==> src/rtl/i2cmws_pkg.sv <==
package i2cmws_pkg;

    // ring buffer depth default
    localparam int DEFAULT_BUFFER_DEPTH = 256;

    // item kinds
    localparam logic [1:0] KIND_QUEUE  = 2'd0;
    localparam logic [1:0] KIND_ARM    = 2'd1;
    localparam logic [1:0] KIND_POLL   = 2'd2;
    localparam logic [1:0] KIND_UNUSED = 2'd3;

    // sequence phases
    localparam logic [2:0] PH_IDLE       = 3'd0;
    localparam logic [2:0] PH_WAIT_BUS   = 3'd1;
    localparam logic [2:0] PH_WAIT_START = 3'd2;
    localparam logic [2:0] PH_WAIT_ADDR  = 3'd3;
    localparam logic [2:0] PH_SEND       = 3'd4;
    localparam logic [2:0] PH_WAIT_BYTE  = 3'd5;
    localparam logic [2:0] PH_WAIT_STOP  = 3'd6;

    // transfer status codes
    localparam logic [1:0] ST_DONE    = 2'd0;
    localparam logic [1:0] ST_BUSY    = 2'd1;
    localparam logic [1:0] ST_TIMEOUT = 2'd2;

    // peripheral status patterns
    localparam logic [7:0]  S2_BUS_BUSY_BIT = 8'h02;
    localparam logic [15:0] S1_START_SENT   = 16'h0001;
    localparam logic [7:0]  S2_MASTER_BUSY  = 8'h03;
    localparam logic [15:0] S1_ADDR_SENT    = 16'h0082;
    localparam logic [15:0] S1_BYTE_DONE    = 16'h0084;
    localparam logic [7:0]  S2_MASTER_TX    = 8'h07;

    // configuration register indexes
    localparam int          CFG_IDX_W          = 1;
    localparam int          CFG_DATA_W         = 16;
    localparam logic [0:0]  REG_DEVICE_ADDRESS = 1'd0;
    localparam logic [0:0]  REG_STEP_TIMEOUT   = 1'd1;
    localparam logic [15:0] STEP_TIMEOUT_RESET = 16'd500;

    typedef struct packed {
        logic [2:0]  phase;
        logic [1:0]  transfer_status;
        logic        byte_out_valid;
        logic [7:0]  byte_out;
        logic        start_request;
        logic        stop_request;
        logic [31:0] longest_wait_ms;
        logic        byte_accepted;
    } t_result;

endpackage

==> src/rtl/i2cmws_ram.sv <==
module i2cmws_ram #(
    parameter int WIDTH = 8,
    parameter int DEPTH = 256
) (
    input  logic                     i_clk,
    input  logic                     i_we,
    input  logic [$clog2(DEPTH)-1:0] i_waddr,
    input  logic [WIDTH-1:0]         i_wdata,
    input  logic                     i_re,
    input  logic [$clog2(DEPTH)-1:0] i_raddr,
    output logic [WIDTH-1:0]         o_rdata
);

    logic [WIDTH-1:0] r_mem [DEPTH];
    logic [WIDTH-1:0] r_rdata;

    always_ff @(posedge i_clk) begin
        if (i_we) begin
            r_mem[i_waddr] <= i_wdata;
        end
        if (i_re) begin
            r_rdata <= r_mem[i_raddr];
        end
    end

    assign o_rdata = r_rdata;

endmodule

==> src/rtl/i2cmws_ctrl.sv <==
module i2cmws_ctrl #(
    parameter int BUFFER_DEPTH = i2cmws_pkg::DEFAULT_BUFFER_DEPTH
) (
    input  logic                              i_clk,
    input  logic                              i_rst_n,
    input  logic                              i_accept,
    input  logic [1:0]                        i_kind,
    input  logic [7:0]                        i_data_byte,
    input  logic [31:0]                       i_now_ms,
    input  logic [15:0]                       i_status_one,
    input  logic [7:0]                        i_status_two,
    input  logic [6:0]                        i_device_address,
    input  logic [15:0]                       i_step_timeout_ms,
    output i2cmws_pkg::t_result               o_result,
    output logic [$clog2(BUFFER_DEPTH+1)-1:0] o_pending_bytes,
    output logic                              o_from_ram,
    output logic                              o_ram_we,
    output logic [$clog2(BUFFER_DEPTH)-1:0]   o_ram_waddr,
    output logic [7:0]                        o_ram_wdata,
    output logic                              o_ram_re,
    output logic [$clog2(BUFFER_DEPTH)-1:0]   o_ram_raddr
);

    import i2cmws_pkg::*;

    localparam int IDX_W = $clog2(BUFFER_DEPTH);
    localparam int CNT_W = $clog2(BUFFER_DEPTH + 1);
    localparam logic [IDX_W-1:0] IDX_LAST = IDX_W'(BUFFER_DEPTH - 1);
    localparam logic [CNT_W-1:0] CNT_FULL = CNT_W'(BUFFER_DEPTH);

    logic [2:0]       r_phase,    n_phase;
    logic [1:0]       r_status,   n_status;
    logic [31:0]      r_progress, n_progress;
    logic [31:0]      r_longest,  n_longest;
    logic [IDX_W-1:0] r_fill,     n_fill;
    logic [IDX_W-1:0] r_empty,    n_empty;
    logic [CNT_W-1:0] r_count,    n_count;

    logic [31:0] delta;
    logic        go;
    logic        we;
    logic        re;

    assign delta = i_now_ms - r_progress;

    always_comb begin
        n_phase    = r_phase;
        n_status   = r_status;
        n_progress = r_progress;
        n_longest  = r_longest;
        n_fill     = r_fill;
        n_empty    = r_empty;
        n_count    = r_count;
        we         = 1'b0;
        re         = 1'b0;
        go         = 1'b1;
        o_result   = '0;

        unique case (i_kind)
            KIND_QUEUE: begin
                if (r_count != CNT_FULL) begin
                    we      = 1'b1;
                    n_fill  = (r_fill == IDX_LAST) ? '0 : r_fill + 1'b1;
                    n_count = r_count + 1'b1;
                    o_result.byte_accepted = 1'b1;
                end
            end
            KIND_ARM: begin
                n_progress = i_now_ms;
                n_phase    = PH_WAIT_BUS;
                n_status   = ST_BUSY;
            end
            KIND_POLL: begin
                if (r_phase != PH_IDLE) begin
                    if (delta > {16'd0, i_step_timeout_ms}) begin
                        // abort: stop and drop everything queued
                        o_result.stop_request = 1'b1;
                        n_fill   = '0;
                        n_empty  = '0;
                        n_count  = '0;
                        n_phase  = PH_IDLE;
                        n_status = ST_TIMEOUT;
                        go       = 1'b0;
                    end else if (delta > r_longest) begin
                        n_longest = delta;
                    end
                end
                if (go) begin
                    unique case (r_phase)
                        PH_WAIT_BUS: begin
                            if ((i_status_two & S2_BUS_BUSY_BIT) == 8'd0) begin
                                o_result.start_request = 1'b1;
                                n_phase    = PH_WAIT_START;
                                n_progress = i_now_ms;
                            end
                        end
                        PH_WAIT_START: begin
                            if (i_status_one == S1_START_SENT &&
                                i_status_two == S2_MASTER_BUSY) begin
                                o_result.byte_out_valid = 1'b1;
                                o_result.byte_out       = {i_device_address, 1'b0};
                                n_phase    = PH_WAIT_ADDR;
                                n_progress = i_now_ms;
                            end
                        end
                        PH_WAIT_ADDR: begin
                            if (i_status_one == S1_ADDR_SENT &&
                                i_status_two == S2_MASTER_TX) begin
                                n_phase = PH_SEND;
                            end
                        end
                        PH_SEND: begin
                            if (r_count != '0) begin
                                // byte value arrives from the ring in the next cycle
                                re       = 1'b1;
                                n_count  = r_count - 1'b1;
                                n_empty  = (r_empty == IDX_LAST) ? '0 : r_empty + 1'b1;
                                o_result.byte_out_valid = 1'b1;
                                n_progress = i_now_ms;
                                n_phase    = PH_WAIT_BYTE;
                            end else begin
                                o_result.stop_request = 1'b1;
                                n_status = ST_DONE;
                                n_phase  = PH_IDLE;
                            end
                        end
                        PH_WAIT_BYTE: begin
                            if (i_status_one == S1_BYTE_DONE &&
                                i_status_two == S2_MASTER_TX) begin
                                n_phase = PH_SEND;
                            end
                        end
                        default: begin
                        end
                    endcase
                end
            end
            default: begin
            end
        endcase

        o_result.phase           = n_phase;
        o_result.transfer_status = n_status;
        o_result.longest_wait_ms = n_longest;
    end

    always_ff @(posedge i_clk) begin
        if (!i_rst_n) begin
            r_phase    <= PH_IDLE;
            r_status   <= ST_DONE;
            r_progress <= '0;
            r_longest  <= '0;
            r_fill     <= '0;
            r_empty    <= '0;
            r_count    <= '0;
        end else if (i_accept) begin
            r_phase    <= n_phase;
            r_status   <= n_status;
            r_progress <= n_progress;
            r_longest  <= n_longest;
            r_fill     <= n_fill;
            r_empty    <= n_empty;
            r_count    <= n_count;
        end
    end

    assign o_pending_bytes = n_count;
    assign o_from_ram      = re;
    assign o_ram_we        = i_accept & we;
    assign o_ram_waddr     = r_fill;
    assign o_ram_wdata     = i_data_byte;
    assign o_ram_re        = i_accept & re;
    assign o_ram_raddr     = r_empty;

endmodule

==> src/rtl/i2c_master_write_sequencer.sv <==
// result: registered when the transaction is accepted; a send step that reads a data
//   byte out of the ring memory waits for the ring read before the result is valid
// throughput: one item per cycle unless stalled downstream or a ring read is outstanding
// reset: synchronous, active low; clears phase, status, pointers, counters and the
//   longest wait, returns the config registers to their reset values (address zero,
//   timeout 500 ms); ring memory contents are not cleared
module i2c_master_write_sequencer #(
    parameter int BUFFER_DEPTH = i2cmws_pkg::DEFAULT_BUFFER_DEPTH
) (
    input  logic                                i_clk,
    input  logic                                i_rst_n,

    // configuration write channel
    input  logic                                i_cfg_valid,
    output logic                                o_cfg_ready,
    input  logic [i2cmws_pkg::CFG_IDX_W-1:0]    i_cfg_index,
    input  logic [i2cmws_pkg::CFG_DATA_W-1:0]   i_cfg_data,

    // input item channel
    input  logic                                i_in_valid,
    output logic                                o_in_stall,
    input  logic [1:0]                          i_kind,
    input  logic [7:0]                          i_data_byte,
    input  logic [31:0]                         i_now_ms,
    input  logic [15:0]                         i_status_one,
    input  logic [7:0]                          i_status_two,

    // result channel
    output logic                                o_out_valid,
    input  logic                                i_out_stall,
    output logic [2:0]                          o_phase,
    output logic [1:0]                          o_transfer_status,
    output logic                                o_byte_out_valid,
    output logic [7:0]                          o_byte_out,
    output logic                                o_start_request,
    output logic                                o_stop_request,
    output logic [$clog2(BUFFER_DEPTH+1)-1:0]   o_pending_bytes,
    output logic [31:0]                         o_longest_wait_ms,
    output logic                                o_byte_accepted
);

    import i2cmws_pkg::*;

    localparam int IDX_W = $clog2(BUFFER_DEPTH);
    localparam int CNT_W = $clog2(BUFFER_DEPTH + 1);

    // configuration registers
    logic [6:0]  r_device_address;
    logic [15:0] r_step_timeout_ms;

    // handshake and output register
    logic             r_out_valid;
    logic             r_rd_pend;      // result waits for the ring read data
    t_result          r_result;
    logic [CNT_W-1:0] r_pending;

    logic             in_accept;
    logic             cfg_write;

    // controller outputs
    t_result          ctl_result;
    logic [CNT_W-1:0] ctl_pending;
    logic             ctl_from_ram;

    // ring memory port signals
    logic             ram_we;
    logic [IDX_W-1:0] ram_waddr;
    logic [7:0]       ram_wdata;
    logic             ram_re;
    logic [IDX_W-1:0] ram_raddr;
    logic [7:0]       ram_rdata;

    // one item in flight: hold off while the ring read is outstanding or the
    // finished result is still stalled downstream
    assign o_in_stall  = r_rd_pend | (r_out_valid & i_out_stall);
    assign in_accept   = i_in_valid & ~o_in_stall;

    // config writes are always taken; software is to write only while idle, not enforced here
    assign o_cfg_ready = 1'b1;
    assign cfg_write   = i_cfg_valid & o_cfg_ready;

    // phase machine, ring pointers, counters and timing registers
    i2cmws_ctrl #(
        .BUFFER_DEPTH (BUFFER_DEPTH)
    ) u_ctrl (
        .i_clk             (i_clk),
        .i_rst_n           (i_rst_n),
        .i_accept          (in_accept),
        .i_kind            (i_kind),
        .i_data_byte       (i_data_byte),
        .i_now_ms          (i_now_ms),
        .i_status_one      (i_status_one),
        .i_status_two      (i_status_two),
        .i_device_address  (r_device_address),
        .i_step_timeout_ms (r_step_timeout_ms),
        .o_result          (ctl_result),
        .o_pending_bytes   (ctl_pending),
        .o_from_ram        (ctl_from_ram),
        .o_ram_we          (ram_we),
        .o_ram_waddr       (ram_waddr),
        .o_ram_wdata       (ram_wdata),
        .o_ram_re          (ram_re),
        .o_ram_raddr       (ram_raddr)
    );

    // byte ring storage, write on queue, read on send
    i2cmws_ram #(
        .WIDTH (8),
        .DEPTH (BUFFER_DEPTH)
    ) u_ring (
        .i_clk   (i_clk),
        .i_we    (ram_we),
        .i_waddr (ram_waddr),
        .i_wdata (ram_wdata),
        .i_re    (ram_re),
        .i_raddr (ram_raddr),
        .o_rdata (ram_rdata)
    );

    // control flops and config registers
    always_ff @(posedge i_clk) begin
        if (!i_rst_n) begin
            r_out_valid       <= 1'b0;
            r_rd_pend         <= 1'b0;
            r_device_address  <= '0;
            r_step_timeout_ms <= STEP_TIMEOUT_RESET;
        end else begin
            if (in_accept) begin
                // a ring read holds the result back until the read data has returned
                r_rd_pend   <= ctl_from_ram;
                r_out_valid <= ~ctl_from_ram;
            end else if (r_rd_pend) begin
                r_rd_pend   <= 1'b0;
                r_out_valid <= 1'b1;
            end else if (r_out_valid && !i_out_stall) begin
                r_out_valid <= 1'b0;
            end

            if (cfg_write) begin
                unique case (i_cfg_index)
                    REG_DEVICE_ADDRESS: r_device_address  <= i_cfg_data[6:0];
                    REG_STEP_TIMEOUT:   r_step_timeout_ms <= i_cfg_data[15:0];
                    default: begin
                    end
                endcase
            end
        end
    end

    // result payload, held while stalled
    always_ff @(posedge i_clk) begin
        if (in_accept) begin
            r_result  <= ctl_result;
            r_pending <= ctl_pending;
        end else if (r_rd_pend) begin
            // fill in the data byte now that the ring read has returned
            r_result.byte_out <= ram_rdata;
        end
    end

    assign o_out_valid       = r_out_valid;
    assign o_phase           = r_result.phase;
    assign o_transfer_status = r_result.transfer_status;
    assign o_byte_out_valid  = r_result.byte_out_valid;
    assign o_byte_out        = r_result.byte_out;
    assign o_start_request   = r_result.start_request;
    assign o_stop_request    = r_result.stop_request;
    assign o_pending_bytes   = r_pending;
    assign o_longest_wait_ms = r_result.longest_wait_ms;
    assign o_byte_accepted   = r_result.byte_accepted;

endmodule
==> config.mk <==
export PLATFORM = sky130hd
export DESIGN_NAME = i2c_master_write_sequencer
export DESIGN_NICKNAME = d
export VERILOG_FILES = /design/src/rtl/i2cmws_pkg.sv /design/src/rtl/i2cmws_ram.sv /design/src/rtl/i2cmws_ctrl.sv /design/src/rtl/i2c_master_write_sequencer.sv
export SDC_FILE = /design/constraint.sdc
export NUM_CORES = 2
export LEC_CHECK = 0
export BUFFER_PORTS_ARGS = -buffer_cell sky130_fd_sc_hd__buf_2
export CAP_MARGIN = 20
export CORE_MARGIN = 2
export CORE_UTILIZATION = 60
export DETAILED_ROUTE_END_ITERATION = 8
export PLACE_DENSITY = 0.77
export SETUP_SLACK_MARGIN = 0.4
export SYNTH_ARGS = -nofsm -noshare
export SYNTH_HDL_FRONTEND = slang
export SYNTH_SLANG_ARGS = --single-unit
export TNS_END_PERCENT = 30
==> constraint.sdc <==
create_clock -name i_clk -period 12.5 [get_ports i_clk]
set_input_delay 2.5 -clock i_clk [delete_from_list [all_inputs] [get_ports i_clk]]
set_output_delay 2.5 -clock i_clk [all_outputs]
set_load 0.03 [all_outputs]
==> results.cfg <==
[drt]
wl_mm = 223
ant_nets = 0
wl_per_cell_um = 31.9
drtIter0Drc = 6098
drt_first_pass_iters = 5
drc = 0
vias = 47100
via_per_inst = 6.74

[grt]
grt_pass1_wl_mm = 327
met1_usage = 0.405
grt_max_degree = 147
grtUsageMet2 = 0.477
grt_overflow = 0
grtUsageMet3 = 0.0585
track_usage = 0.295
antenna_found_initial = 8
grt.busiest_layer = met2
grt_pass1_vias = 47100

[sta]
worst_pin_slew_ns = 1.19
finalSetupViolations = 0
timing.fmax_mhz = 121
clock_skew_ns = 0.0293
maxSlewViolCount = 0
slew_headroom = 0.207
fin_hold_ws_ns = 0.455
period_needed_ns = 8.28
grt_setup_unrepaired = no
finalCritPeriodShare = 0.662
setup_tns_ns = 0
hold_viol = 0

[critical_path]
cp_max_fo = 32
critPathKind = in2reg
r2r_start = u_ctrl.r_progress[0]
crit_required_ns = 13.24
startpoint_type = primary input
rr_worst_depth = 21
end_kind = flop
r2r_slack_ns = 5.67
arrival_ns = 9.02
r2r-end = u_ctrl.r_progress[27]
cp-startpoint = i_now_ms[0]

[flow_run]
max_cap_viol_count = 0

[clocking]
cts_tree = yes
root_buffer = clkbuf_16
clock_path_buffers = 3
cts_resized = 0
htree_num_levels = 4
clock_sinks = 2233
clk_pin_slew_ns = 0.06
postCtsSetupRepairBufs = 0
cts-hold-fix-buffers = 0
cts_made_buffers = 212
clock_latency_ns = 0.84

[floorplanning]
start_util = 0.604
dieArea_um2 = 154000
placementRows = 142
num_io_pins = 149
floorplan.die.height_um = 392
fp.dieW_um = 392
core_area_um2 = 150000

[logic_synthesis]
ys_warn_count = 0
syn_inst = 4626
yosysTopAreaCellShare = 0.702
synth-seq-area-share = 0.729
syn_nets = 4803
synth_area_leaders = edfxtp_1 (70%), mux4_2 (17%), dfxtp_1 (2.6%)
synth_ff_type = edfxtp_1
synth_simple_gate_area_frac = 0.0404
post-synth-top-area-cell = edfxtp_1
ys_types = 84
synth_edf_count = 2114
synth_area_per_cell_um2 = 19.5
async_flop_share = 0
synthMuxAreaShare = 0.175
synth_compound_area_frac = 0.0247
ys_seq_elements = 2233
synth_xor_area_frac = 0.00277
synth_top_family_by_area = multiplexers
synth_fa_ha_area_frac = 0.0124
synth_area_um2 = 90400

[power_and_ir_drop]
p_int_mw = 12.1
ir_drop_mv = 0.140
combinationalPowerShare = 0.033
power.switching_mw = 3.21
seqPwrFrac = 0.537
p_leak_nw = 30.9
p_clk_frac = 0.431
powerDensity_nw_per_um2 = 152
p_sw_frac = 0.210

[layout]
final_layout_size_suffix_gt1_frac = 0.249
fin_nets = 4959
areaGrowthSynthToFinish_pct = 11.1
n_fill_cell = 9085
final_area_um2 = 100000

[worst_hold_path]
worstHoldStart = r_step_timeout_ms[3]
hold-path-endpoint = r_step_timeout_ms[3]
min_path_type = reg2reg
holdPathStages = 2

[placement]
post-dp-hpwl_mm = 126
post_dp_cell_area_um2 = 93200
place.gp.congestion = 0.922
numPortBuffers = 147

[status]
status = finished clean
sequential cells by signal (all words and copies together) (netlist names), 9 cells and up:
signal / flops
o_pending_bytes: 9
u_ctrl.r_count: 9
o_longest_wait_ms: 32
u_ring.r_mem: 2048
u_ctrl.r_longest: 32
u_ctrl.r_progress: 32
r_step_timeout_ms: 16
synthesized netlist by cell type, drive strengths merged (8+ instances only):
cell and count:
buf 92, nand2 224, xor2 13, inv 101
nand2b 10, nor2b 22, xnor2 13, a211oi 22
edfxtp 2114, o21ai 82, o211ai 20, mux4 667
mux2i 69, a21oi 98, nor2 359, nand3 74
a31oi 24, or3 15, and2 12, dfxtp 119
nor3 20, a21o 20, nand4 31, and3 32
ha 88, nor4 13, a22o 9, o21a 8
clkbuf 170
cell usage in the layout (no fill, tap or decap), drive strengths merged, types with 8 or more instances in the layout:
cell type  instances
a211oi            22
a21o              20
a21oi             98
a22o               9
a31oi             24
and2              12
and3              32
buf              195
bufinv            27
clkbuf           272
clkinv            86
clkinvlp          13
dfxtp            119
edfxtp          2114
ha                88
inv              109
mux2i             69
mux4             667
nand2            224
nand2b            10
nand3             74
nand4             31
nor2             359
nor2b             22
nor3              20
nor4              13
o211ai            20
o21a               8
o21ai             82
or3               15
xnor2             13
xor2              13
stage by stage:
stage	power, mW	cells	util	worst slack, ns
after floorplan	8.62	4626	-	5.33
after global placement	8.85	6576	0.622	3.55
after detailed placement	8.86	6577	0.622	3.46
after CTS	15.3	6973	0.670	4.29
after global routing	15.7	6981	0.671	3.77
final	15.3	6983	0.671	4.22
cells by family after synthesis:
family                   Yosys count
flip-flops                      2233
AND/OR/NAND/NOR                  826
multiplexers                     743
buffers and inverters            364
AO/OA/AOI/OAI                    343
adder cells (fa/ha/maj)           89
XOR/XNOR                          27
other                              1
worst max-delay path by stage:
stage | endpoint | slack, ns | depth (start not counted)
finish | u_ctrl.r_progress[27] | 4.22 | 23
global route | u_ctrl.r_progress[20] | 3.77 | 23
CTS | u_ctrl.r_progress[14] | 4.29 | 23
detailed placement | u_ctrl.r_progress[29] | 3.46 | 23
global placement | u_ctrl.r_progress[4] | 3.55 | 23
floorplan | u_ring.o_rdata[0] | 5.33 | 20
final cells by class:
cell class              count  area [um^2]  share of cell area
repair buffers            204         1410              0.0141
clock inverters           133         1500              0.0150
well taps                2016         2520              0.0251
inverters                 102          390             0.00389
diodes                      3         7.51           0.0000747
clock buffers             263         5610              0.0558
multi-input cells        2029        23100               0.230
flip-flops and latches   2233        65900               0.656
routing by layer:
metal  routed length, um  vias up
met5                  40        -
met4                8470        6
met3               22100      455
met2              111000     2995
met1               81600    24400
li1                    -    19200
worst max-delay path, cell delays in order:
cell	delay [ns]
buf_2	0.10
inv_1	0.05
ha_1	0.15
inv_1	0.05
fa_1	0.39
a21o_1	0.21
a221oi_2	0.39
nor4_1	0.12
or3_1	0.46
nor2_1	0.20
xnor2_1	0.33
ha_1	0.37
nand4_1	0.12
nor4_1	0.09
a21boi_0	0.13
o31ai_1	0.53
o2111ai_1	0.24
a2111oi_0	0.34
nand4_1	0.43
nor3_4	0.26
buf_4	0.39
a21o_2	0.88
mux2i_1	0.28
power groups by stage:
stage               clock network (mW)  logic [mW]  registers, mW
CTS                               6.64       0.493           8.21
floorplan                            0       0.231           8.39
global placement                     0       0.475           8.37
global route                      6.91       0.540           8.21
detailed placement                   0       0.489           8.37
finish                            6.59       0.501           8.21
Note: power is estimated with default switching activity, not from simulation.
